`config.mk`:
```
export PLATFORM = sky130hd
export DESIGN_NAME = cruise_button_input_qualifier_top
export DESIGN_NICKNAME = d
export VERILOG_FILES = /design/src/rtl/core/cbiq_pkg.sv /design/src/rtl/core/cruise_button_input_qualifier_top.sv /design/src/rtl/core/cbiq_button.sv /design/src/rtl/core/cbiq_release.sv /design/src/rtl/core/cbiq_ctrl.sv
export SDC_FILE = /design/constraint.sdc
export NUM_CORES = 1
export LEC_CHECK = 0
export ABC_AREA = 0
export BUFFER_PORTS_ARGS = -buffer_cell sky130_fd_sc_hd__buf_2
export CAP_MARGIN = 10
export CORE_MARGIN = 5
export CORE_UTILIZATION = 32
export CTS_BUF_LIST = sky130_fd_sc_hd__clkbuf_2 sky130_fd_sc_hd__clkbuf_4 sky130_fd_sc_hd__clkbuf_8
export CTS_CLUSTER_SIZE = 28
export DETAILED_ROUTE_END_ITERATION = 7
export GPL_TIMING_DRIVEN = 0
export SYNTH_ARGS = -nofsm -noshare
export SYNTH_HDL_FRONTEND = slang
export SYNTH_HIERARCHICAL = 1
export SYNTH_SLANG_ARGS = --single-unit
```
`constraint.sdc`:
```
create_clock -name i_clk -period 9.06 [get_ports i_clk]
set_input_delay 0.453 -clock i_clk [delete_from_list [all_inputs] [get_ports i_clk]]
set_output_delay 0.453 -clock i_clk [all_outputs]
set_load 0.005 [all_outputs]
```
`src/rtl/core/cbiq_pkg.sv`:
```
// Shared types and constants of the cruise button input qualifier.
package cbiq_pkg;

    localparam int unsigned NUM_BUTTONS = 4;

    localparam logic [7:0] SPEED_MIN   = 8'd30;
    localparam logic [7:0] SPEED_MAX   = 8'd150;
    localparam logic [7:0] SPEED_STEP  = 8'd5;
    localparam logic [7:0] SPEED_RESET = 8'd90;
    localparam logic [7:0] DEBOUNCE_RESET = 8'd50;

    // Button positions within the fire vector.
    localparam int unsigned BTN_ENGAGE = 0;
    localparam int unsigned BTN_MINUS  = 1;
    localparam int unsigned BTN_PLUS   = 2;
    localparam int unsigned BTN_LANE   = 3;

    // Configuration register indexes.
    localparam logic [2:0] REG_NO_CLUTCH_BRAKE  = 3'd0;
    localparam logic [2:0] REG_DEBUG_MODE       = 3'd1;
    localparam logic [2:0] REG_DEFAULT_SPEED    = 3'd2;
    localparam logic [2:0] REG_CLUTCH_GRACE     = 3'd3;
    localparam logic [2:0] REG_BRAKE_GRACE      = 3'd4;
    localparam logic [2:0] REG_LANE_KEEP_DEF    = 3'd5;
    localparam logic [2:0] REG_DEBOUNCE         = 3'd6;

    // Actuator targets.
    localparam logic [1:0] ACT_THROTTLE = 2'd0;
    localparam logic [1:0] ACT_BRAKE    = 2'd1;
    localparam logic [1:0] ACT_STEERING = 2'd2;

    // Debug commands.
    localparam logic [1:0] CMD_NONE = 2'd0;
    localparam logic [1:0] CMD_DOWN = 2'd1;
    localparam logic [1:0] CMD_UP   = 2'd2;

    typedef struct packed {
        logic        no_clutch_brake;
        logic        debug_mode;
        logic [15:0] clutch_grace;
        logic [15:0] brake_grace;
        logic        lane_keep_default;
        logic [7:0]  debounce;
    } t_cfg;

    typedef struct packed {
        logic       engaged;
        logic       lane_keep;
        logic [7:0] set_speed;
        logic [1:0] debug_target;
        logic [1:0] debug_command;
    } t_ctrl_result;

endpackage

```
`src/rtl/core/cruise_button_input_qualifier_top.sv`:
```
// Top level of the cruise button input qualifier.
// Each input transaction is one sample of four active-low buttons, the clutch
// and brake switches and a millisecond tick; each yields exactly one output
// transaction with the engage, lane keep, set speed, pedal and debug status
// after that sample. The block takes one transaction per clock while o_stall
// is low: a sample is captured in an input register, evaluated by a single
// pass of shallow logic that updates the button, pedal and cruise state once
// the output register is free, and the result lands in an output register.
// While the output register holds a stalled result, the input register can
// still hold one more sample; o_stall rises only when both are full and the
// downstream side stalls. Configuration writes are always
// accepted (o_cfg_ready is tied high) and must only be issued while the block
// is idle. Indexes 0 through 6 select no_clutch_brake_mode, debug_mode,
// default_speed, clutch_grace_ms, brake_grace_ms, lane_keep_default and
// debounce_ms; other indexes are ignored. Writing default_speed also
// loads the remembered speed that engaging restores.
module cruise_button_input_qualifier_top (
    input  logic        i_clk,
    input  logic        i_rst_n,
    // Sample channel.
    input  logic        i_valid,
    output logic        o_stall,
    input  logic        i_ms_tick,
    input  logic        i_engage_button,
    input  logic        i_minus_button,
    input  logic        i_plus_button,
    input  logic        i_lane_button,
    input  logic        i_clutch_pin,
    input  logic        i_brake_pin,
    // Result channel.
    output logic        o_valid,
    input  logic        i_stall,
    output logic        o_engaged,
    output logic        o_lane_keep,
    output logic [7:0]  o_set_speed,
    output logic        o_clutch_pressed,
    output logic        o_brake_pressed,
    output logic [1:0]  o_debug_target,
    output logic [1:0]  o_debug_command,
    // Configuration write channel.
    input  logic        i_cfg_valid,
    output logic        o_cfg_ready,
    input  logic [2:0]  i_cfg_index,
    input  logic [15:0] i_cfg_data
);

    cbiq_pkg::t_cfg         r_cfg;
    cbiq_pkg::t_ctrl_result ctrl_result;

    logic       r_in_valid;
    logic       r_tick;
    logic [3:0] r_buttons;
    logic       r_clutch;
    logic       r_brake;
    logic       r_out_valid;
    logic       out_free;
    logic       process;
    logic       in_take;
    logic       cfg_wr;
    logic [3:0] fire;
    logic       clutch_pressed;
    logic       brake_pressed;

    // Handshake. The output register is free when empty or being drained; the
    // captured sample is evaluated exactly when its result has a place to go.
    assign out_free = !r_out_valid || !i_stall;
    assign process  = r_in_valid && out_free;
    assign o_stall  = r_in_valid && !out_free;
    assign in_take  = i_valid && !o_stall;

    assign o_cfg_ready = 1'b1;
    assign cfg_wr      = i_cfg_valid && o_cfg_ready;

    // Configuration registers.
    always_ff @(posedge i_clk) begin
        if (!i_rst_n) begin
            r_cfg.no_clutch_brake   <= 1'b0;
            r_cfg.debug_mode        <= 1'b0;
            r_cfg.clutch_grace      <= 16'd0;
            r_cfg.brake_grace       <= 16'd0;
            r_cfg.lane_keep_default <= 1'b0;
            r_cfg.debounce          <= cbiq_pkg::DEBOUNCE_RESET;
        end else if (cfg_wr) begin
            case (i_cfg_index)
                cbiq_pkg::REG_NO_CLUTCH_BRAKE: begin
                    r_cfg.no_clutch_brake <= i_cfg_data[0];
                end
                cbiq_pkg::REG_DEBUG_MODE: begin
                    r_cfg.debug_mode <= i_cfg_data[0];
                end
                cbiq_pkg::REG_CLUTCH_GRACE: begin
                    r_cfg.clutch_grace <= i_cfg_data;
                end
                cbiq_pkg::REG_BRAKE_GRACE: begin
                    r_cfg.brake_grace <= i_cfg_data;
                end
                cbiq_pkg::REG_LANE_KEEP_DEF: begin
                    r_cfg.lane_keep_default <= i_cfg_data[0];
                end
                cbiq_pkg::REG_DEBOUNCE: begin
                    r_cfg.debounce <= i_cfg_data[7:0];
                end
                default: begin
                    // The default speed lives in the control block as the
                    // remembered speed; unused indexes are ignored.
                end
            endcase
        end
    end

    // Input register.
    always_ff @(posedge i_clk) begin
        if (!i_rst_n) begin
            r_in_valid <= 1'b0;
        end else if (in_take) begin
            r_in_valid <= 1'b1;
        end else if (process) begin
            r_in_valid <= 1'b0;
        end
    end

    always_ff @(posedge i_clk) begin
        if (in_take) begin
            r_tick    <= i_ms_tick;
            r_buttons <= {i_lane_button, i_plus_button, i_minus_button, i_engage_button};
            r_clutch  <= i_clutch_pin;
            r_brake   <= i_brake_pin;
        end
    end

    // Per-button debounce.
    for (genvar g = 0; g < cbiq_pkg::NUM_BUTTONS; g++) begin : g_button
        cbiq_button u_button (
            .i_clk      (i_clk),
            .i_rst_n    (i_rst_n),
            .i_en       (process),
            .i_level    (r_buttons[g]),
            .i_tick     (r_tick),
            .i_debounce (r_cfg.debounce),
            .o_fire     (fire[g])
        );
    end

    // Pedal switches with release grace time.
    cbiq_release u_clutch (
        .i_clk     (i_clk),
        .i_rst_n   (i_rst_n),
        .i_en      (process),
        .i_pin     (r_clutch),
        .i_tick    (r_tick),
        .i_disable (r_cfg.no_clutch_brake),
        .i_grace   (r_cfg.clutch_grace),
        .o_pressed (clutch_pressed)
    );

    cbiq_release u_brake (
        .i_clk     (i_clk),
        .i_rst_n   (i_rst_n),
        .i_en      (process),
        .i_pin     (r_brake),
        .i_tick    (r_tick),
        .i_disable (r_cfg.no_clutch_brake),
        .i_grace   (r_cfg.brake_grace),
        .o_pressed (brake_pressed)
    );

    // Cruise state: engage, speed, lane keep and debug actuator.
    cbiq_ctrl u_ctrl (
        .i_clk               (i_clk),
        .i_rst_n             (i_rst_n),
        .i_en                (process),
        .i_fire              (fire),
        .i_debug_mode        (r_cfg.debug_mode),
        .i_lane_keep_default (r_cfg.lane_keep_default),
        .i_rem_load          (cfg_wr && (i_cfg_index == cbiq_pkg::REG_DEFAULT_SPEED)),
        .i_rem_value         (i_cfg_data[7:0]),
        .o_result            (ctrl_result)
    );

    // Output register.
    always_ff @(posedge i_clk) begin
        if (!i_rst_n) begin
            r_out_valid <= 1'b0;
        end else if (process) begin
            r_out_valid <= 1'b1;
        end else if (!i_stall) begin
            r_out_valid <= 1'b0;
        end
    end

    always_ff @(posedge i_clk) begin
        if (process) begin
            o_engaged        <= ctrl_result.engaged;
            o_lane_keep      <= ctrl_result.lane_keep;
            o_set_speed      <= ctrl_result.set_speed;
            o_debug_target   <= ctrl_result.debug_target;
            o_debug_command  <= ctrl_result.debug_command;
            o_clutch_pressed <= clutch_pressed;
            o_brake_pressed  <= brake_pressed;
        end
    end

    assign o_valid = r_out_valid;

endmodule

```
`src/rtl/core/cbiq_button.sv`:
```
// Debounce and one-shot press detection for one active-low button.
module cbiq_button (
    input  logic       i_clk,
    input  logic       i_rst_n,
    input  logic       i_en,
    input  logic       i_level,
    input  logic       i_tick,
    input  logic [7:0] i_debounce,
    output logic       o_fire
);

    logic       r_last;
    logic       r_armed;
    logic [7:0] r_age;
    logic       n_armed;
    logic [7:0] n_age;
    logic       changed;
    logic       armed_pre;

    assign changed = i_level != r_last;

    always_comb begin
        if (changed) begin
            n_age = 8'd0;
        end else if (i_tick && r_age != 8'hFF) begin
            n_age = r_age + 8'd1;
        end else begin
            n_age = r_age;
        end
    end

    assign armed_pre = changed | r_armed;
    assign o_fire    = !i_level && armed_pre && (n_age >= i_debounce);
    assign n_armed   = armed_pre & ~o_fire;

    always_ff @(posedge i_clk) begin
        if (!i_rst_n) begin
            r_last  <= 1'b0;
            r_armed <= 1'b0;
            r_age   <= 8'd0;
        end else if (i_en) begin
            r_last  <= i_level;
            r_armed <= n_armed;
            r_age   <= n_age;
        end
    end

endmodule

```
`src/rtl/core/cbiq_release.sv`:
```
// Pedal switch with a hold-off time after release.
module cbiq_release (
    input  logic        i_clk,
    input  logic        i_rst_n,
    input  logic        i_en,
    input  logic        i_pin,
    input  logic        i_tick,
    input  logic        i_disable,
    input  logic [15:0] i_grace,
    output logic        o_pressed
);

    logic [15:0] r_age;
    logic [15:0] n_age;
    logic        pin_eff;

    // With the pedal mode off the pin is ignored but the age still counts.
    assign pin_eff = i_pin & ~i_disable;

    always_comb begin
        if (pin_eff) begin
            n_age = 16'd0;
        end else if (i_tick && r_age != 16'hFFFF) begin
            n_age = r_age + 16'd1;
        end else begin
            n_age = r_age;
        end
    end

    assign o_pressed = !i_disable && (i_pin || (n_age < i_grace));

    always_ff @(posedge i_clk) begin
        if (!i_rst_n) begin
            r_age <= 16'd0;
        end else if (i_en) begin
            r_age <= n_age;
        end
    end

endmodule

```
`src/rtl/core/cbiq_ctrl.sv`:
```
// Engage, speed, lane keep and debug actuator state driven by button presses.
module cbiq_ctrl (
    input  logic                   i_clk,
    input  logic                   i_rst_n,
    input  logic                   i_en,
    input  logic [3:0]             i_fire,
    input  logic                   i_debug_mode,
    input  logic                   i_lane_keep_default,
    input  logic                   i_rem_load,
    input  logic [7:0]             i_rem_value,
    output cbiq_pkg::t_ctrl_result o_result
);

    logic       r_engaged;
    logic       r_lane_keep;
    logic [7:0] r_speed;
    logic [7:0] r_remembered;
    logic [1:0] r_act;
    logic       n_engaged;
    logic       n_lane_keep;
    logic [7:0] n_speed;
    logic [7:0] n_remembered;
    logic [1:0] n_act;
    logic [1:0] n_cmd;

    // Buttons are handled in order engage, minus, plus, lane; each sees the
    // effect of the ones before it.
    always_comb begin
        n_engaged    = r_engaged;
        n_lane_keep  = r_lane_keep;
        n_speed      = r_speed;
        n_remembered = r_remembered;
        n_act        = r_act;
        n_cmd        = cbiq_pkg::CMD_NONE;

        if (i_fire[cbiq_pkg::BTN_ENGAGE]) begin
            if (r_engaged) begin
                n_engaged = 1'b0;
            end else if (!i_debug_mode) begin
                n_engaged   = 1'b1;
                n_speed     = r_remembered;
                n_lane_keep = i_lane_keep_default;
            end
            if (i_debug_mode) begin
                n_act = (r_act >= cbiq_pkg::ACT_STEERING) ? cbiq_pkg::ACT_THROTTLE
                                                           : r_act + 2'd1;
            end
        end

        if (i_fire[cbiq_pkg::BTN_MINUS]) begin
            if (i_debug_mode) begin
                n_cmd = cbiq_pkg::CMD_DOWN;
            end else if (n_speed > cbiq_pkg::SPEED_MIN) begin
                n_speed      = n_speed - cbiq_pkg::SPEED_STEP;
                n_remembered = n_speed;
            end
        end

        if (i_fire[cbiq_pkg::BTN_PLUS]) begin
            if (i_debug_mode) begin
                n_cmd = cbiq_pkg::CMD_UP;
            end else if (n_speed < cbiq_pkg::SPEED_MAX) begin
                n_speed      = n_speed + cbiq_pkg::SPEED_STEP;
                n_remembered = n_speed;
            end
        end

        if (i_fire[cbiq_pkg::BTN_LANE] && !i_debug_mode && n_engaged) begin
            n_lane_keep = ~n_lane_keep;
        end
    end

    assign o_result.engaged       = n_engaged;
    assign o_result.lane_keep     = n_lane_keep;
    assign o_result.set_speed     = n_speed;
    assign o_result.debug_target  = n_act;
    assign o_result.debug_command = n_cmd;

    always_ff @(posedge i_clk) begin
        if (!i_rst_n) begin
            r_engaged    <= 1'b0;
            r_lane_keep  <= 1'b0;
            r_speed      <= cbiq_pkg::SPEED_RESET;
            r_remembered <= cbiq_pkg::SPEED_RESET;
            r_act        <= cbiq_pkg::ACT_THROTTLE;
        end else begin
            if (i_en) begin
                r_engaged   <= n_engaged;
                r_lane_keep <= n_lane_keep;
                r_speed     <= n_speed;
                r_act       <= n_act;
            end
            // A write of the default speed also reloads the remembered speed.
            if (i_rem_load) begin
                r_remembered <= i_rem_value;
            end else if (i_en) begin
                r_remembered <= n_remembered;
            end
        end
    end

endmodule

```
==> results.json <==
{
  "outcome": "finished, final reports clean",
  "globalplace.congestion": 0.918,
  "drtPass1Iterations": 6,
  "synth_seq_cells": 160,
  "fin_ws_ns": 1.71,
  "first_iter_violations": 828,
  "rsz0062_at_grt": "false",
  "vias_per_cell": 5.42,
  "slew-limit-headroom_pct": 37.7,
  "ff2ff_setup_slack_ns": 1.71,
  "final_hold_viol_count": 0,
  "synth_area_um2": 11600,
  "max_freq_mhz": 136,
  "globalRouteOverflowTotal": 0,
  "cap_violations": 0,
  "synth_edf_count": 23,
  "period_needed_ns": 7.35,
  "num_rows": 69,
  "synth_cell_types": 94,
  "power.switching_mw": 0.424,
  "sw_frac_of_total_pct": 27.2,
  "wirelength_um": 31800,
  "finalNetCount": 1550,
  "p_int_mw": 1.14,
  "clkTransAtPathRegs_ns": 0.10,
  "ctsRootBufferMaster": "clkbuf_8",
  "synth_flop_cell": "dfxtp_1",
  "end_kind": "flop",
  "max-vdd-ir-drop_uv": 101,
  "wl_per_cell_um": 16.5,
  "place_ws_ns": 1.51,
  "setup_viol": 0,
  "numCtsBuffers": 17,
  "combPwrFrac_pct": 11.7,
  "slew_violations": 0,
  "clock-sinks": 160,
  "fill_cells": 3774,
  "critPathRequiredTime_ns": 9.41,
  "ys_seq_area_share_pct": 29.6,
  "regArea_um2": 3430,
  "grt_max_degree": 30,
  "crit_arrival_ns": 7.70,
  "antenna_found_initial": 2,
  "io_buffers": 48,
  "ios": 50,
  "cts_tree": "built",
  "grt_pass1_wl_um": 51700,
  "htreeDepth": 4,
  "start_util_pct": 32.5,
  "dpl.hpwl_um": 24000,
  "ctsResizeCount": 0,
  "reg2reg_from": "r_tick$_DFFE_PP_",
  "fin_crit_sh_pct": 81.1,
  "clk_path_buf_depth": 2,
  "crit_start": "r_tick$_DFFE_PP_",
  "critPathKind": "flop to flop",
  "fin_setup_tns_ns": 0,
  "multi_input_area_um2": 7540,
  "syn_nets": 1480,
  "power_leakage_nw": 5.06,
  "ys.warnings.count": 6,
  "grt_usage_pct": 15.4,
  "power_density_nw_per_um2": 120,
  "syn_avg_cell_area_um2": 8.43,
  "coreArea_um2": 35700,
  "power_frac_clock_pct": 39.7,
  "hold_buffers": 0,
  "clk_latency_ns": 0.47,
  "antenna_left": 0,
  "clock_skew_ns": 0.0157,
  "pwr-share-seq_pct": 48.6,
  "min-delay-start": "i_ms_tick",
  "grt_pass1_vias": 10200,
  "die_x_um": 201,
  "hold_class": "input pin to flop",
  "drc": 0,
  "via_count": 10400,
  "drive_above_1_share_pct": 12.0,
  "synthArstFlopShare_pct": 0,
  "syn2layout_area_growth_pct": 11.6,
  "dieArea_um2": 40200,
  "start_kind": "flop",
  "die_y_um": 201,
  "post-cts-setup-buffers": 0,
  "crit_fanout": 16,
  "synthCells": 1378,
  "tightest_slew_ns": 0.932
}
cells in the mapped netlist (12+ instances only):
master / instances / share of area (%)
o21ai_0: 55 / 2.4
inv_1: 86 / 2.8
buf_2: 13 / 0.56
and4_1: 12 / 0.90
nand2_1: 134 / 4.3
nand3_1: 44 / 1.9
nand2b_1: 13 / 0.70
nor3b_1: 15 / 0.97
a211oi_1: 17 / 1.1
nand4b_1: 12 / 0.90
nor3_1: 42 / 1.8
clkbuf_1: 30 / 0.97
edfxtp_1: 23 / 5.9
mux2i_1: 65 / 5.6
xor2_1: 30 / 2.3
a21oi_1: 49 / 2.1
xnor2_1: 39 / 2.9
o31a_1: 23 / 1.7
nor2_1: 113 / 3.7
a21o_1: 13 / 0.84
nor2b_1: 43 / 2.3
or3_1: 18 / 0.97
dfxtp_1: 137 / 24
ha_1: 71 / 7.6
nand4_1: 31 / 1.7
and3_1: 28 / 1.5
per-stage QoR:
stage	hold WS (ns)	util, %	total power, mW	cell area [um2]	cells
2_1_floorplan	0.435	-	0.890	11600	1378
3_3_place_gp	0.449	34.8	0.953	12400	1887
3_5_place_dp	0.453	34.9	0.955	12500	1889
4_1_cts	0.118	36.2	1.58	12900	1921
5_1_grt	0.127	36.3	1.63	13000	1922
6_report	0.153	36.3	1.56	13000	1923
layer usage:
| metal | routed length, um | global-route usage (%) | part of all wire [%] |
|---|---|---|---|
| met5 | 21 | 0 | 0.066 |
| met4 | 420 | 3.96 | 1.3 |
| met3 | 1540 | 2.88 | 4.9 |
| met2 | 14400 | 25.2 | 45 |
| met1 | 15400 | 21.0 | 49 |
power groups by stage:
| stage | Sequential (mW) | Combinational, mW | Clock, mW |
|---|---|---|---|
| after floorplan | 0.769 | 0.121 | 0 |
| after global placement | 0.776 | 0.177 | 0 |
| after detailed placement | 0.775 | 0.180 | 0 |
| after CTS | 0.759 | 0.181 | 0.641 |
| after global routing | 0.760 | 0.203 | 0.667 |
| final | 0.758 | 0.183 | 0.619 |
kinds of logic after synthesis:
logic type,count (synthesis),synth area share [%]
AO/OA/AOI/OAI,275,17.3
XOR/XNOR,77,6.71
adder cells (fa/ha/maj),71,7.65
buffers and inverters,151,5.60
flip-flops,160,29.6
multiplexers,73,6.55
other,1,0.0323
AND/OR/NAND/NOR,570,26.6
final timing paths:
kind                                         end  cells after the start
setup / recovery  u_ctrl/r_speed[6]$_SDFFE_PN1P_                     25
setup reg to reg  u_ctrl/r_speed[6]$_SDFFE_PN1P_                     25
hold reg to reg           r_cfg[31]$_SDFFE_PN0P_                      2
hold / removal                  r_tick$_DFFE_PP_                      1
layout by cell type, fill, tap and decap left out, types with 10 or more instances in the layout:
cell        n
a21oi_1    49
a21o_1     13
mux2i_1    65
nand4_1    31
a211oi_1   17
edfxtp_1   23
or3_1      18
a21boi_0   10
nor3b_1    15
xnor2_1    39
nand3_1    44
nand4b_1   12
o31a_1     23
nor2_1    113
ha_1       71
clkbuf_8   17
o21ai_0    55
inv_1      86
dfxtp_1   137
nand2_1   134
nand2b_1   13
clkbuf_1   30
and4_1     12
buf_2      61
and3_1     28
nor2b_1    43
xor2_1     30
nor3_1     42
area by class of cell:
| class | count | share of cell area, % |
|---|---|---|
| inverters | 88 | 2.55 |
| clock inverters | 14 | 1.65 |
| plain buffers | 63 | 2.47 |
| well taps | 461 | 4.45 |
| clock buffers | 18 | 1.86 |
| diodes | 1 | 0.0193 |
| flip-flops and latches | 160 | 26.5 |
| multi-input cells | 1067 | 58.2 |
| repair buffers | 51 | 2.34 |
sequential cells by signal, summed over array words and instances, names as in the netlist, 2 cells and up:
name,flops
r_cfg,43
g_button.u_button/r_age,32
u_brake/r_age,16
u_clutch/r_age,16
o_set_speed,8
u_ctrl/r_remembered,8
u_ctrl/r_speed,8
g_button.u_button/r_armed,4
g_button.u_button/r_last,4
r_buttons,4
o_debug_command,2
o_debug_target,2
u_ctrl/r_act,2
critical path: stages, from the launching register on:
cell,delay (ns)
edfxtp_1,0.83
buf_8,0.25
and4_1,0.26
o2111a_1,0.25
xnor2_1,0.14
nor2_1,0.07
ha_1,0.31
nand4_1,0.09
nor2_1,0.12
a211oi_1,0.09
nor3_1,0.65
nor3b_1,0.43
buf_2,0.34
mux2i_1,0.56
ha_1,0.26
nor2_1,0.07
a22oi_2,0.27
clkbuf_1,0.46
xnor2_1,0.24
inv_1,0.11
ha_1,0.27
a21oi_1,0.35
nand4b_1,0.22
nor2_1,0.08
xor2_1,0.16
a211o_1,0.31
Note: power is estimated with default switching activity, not from simulation.
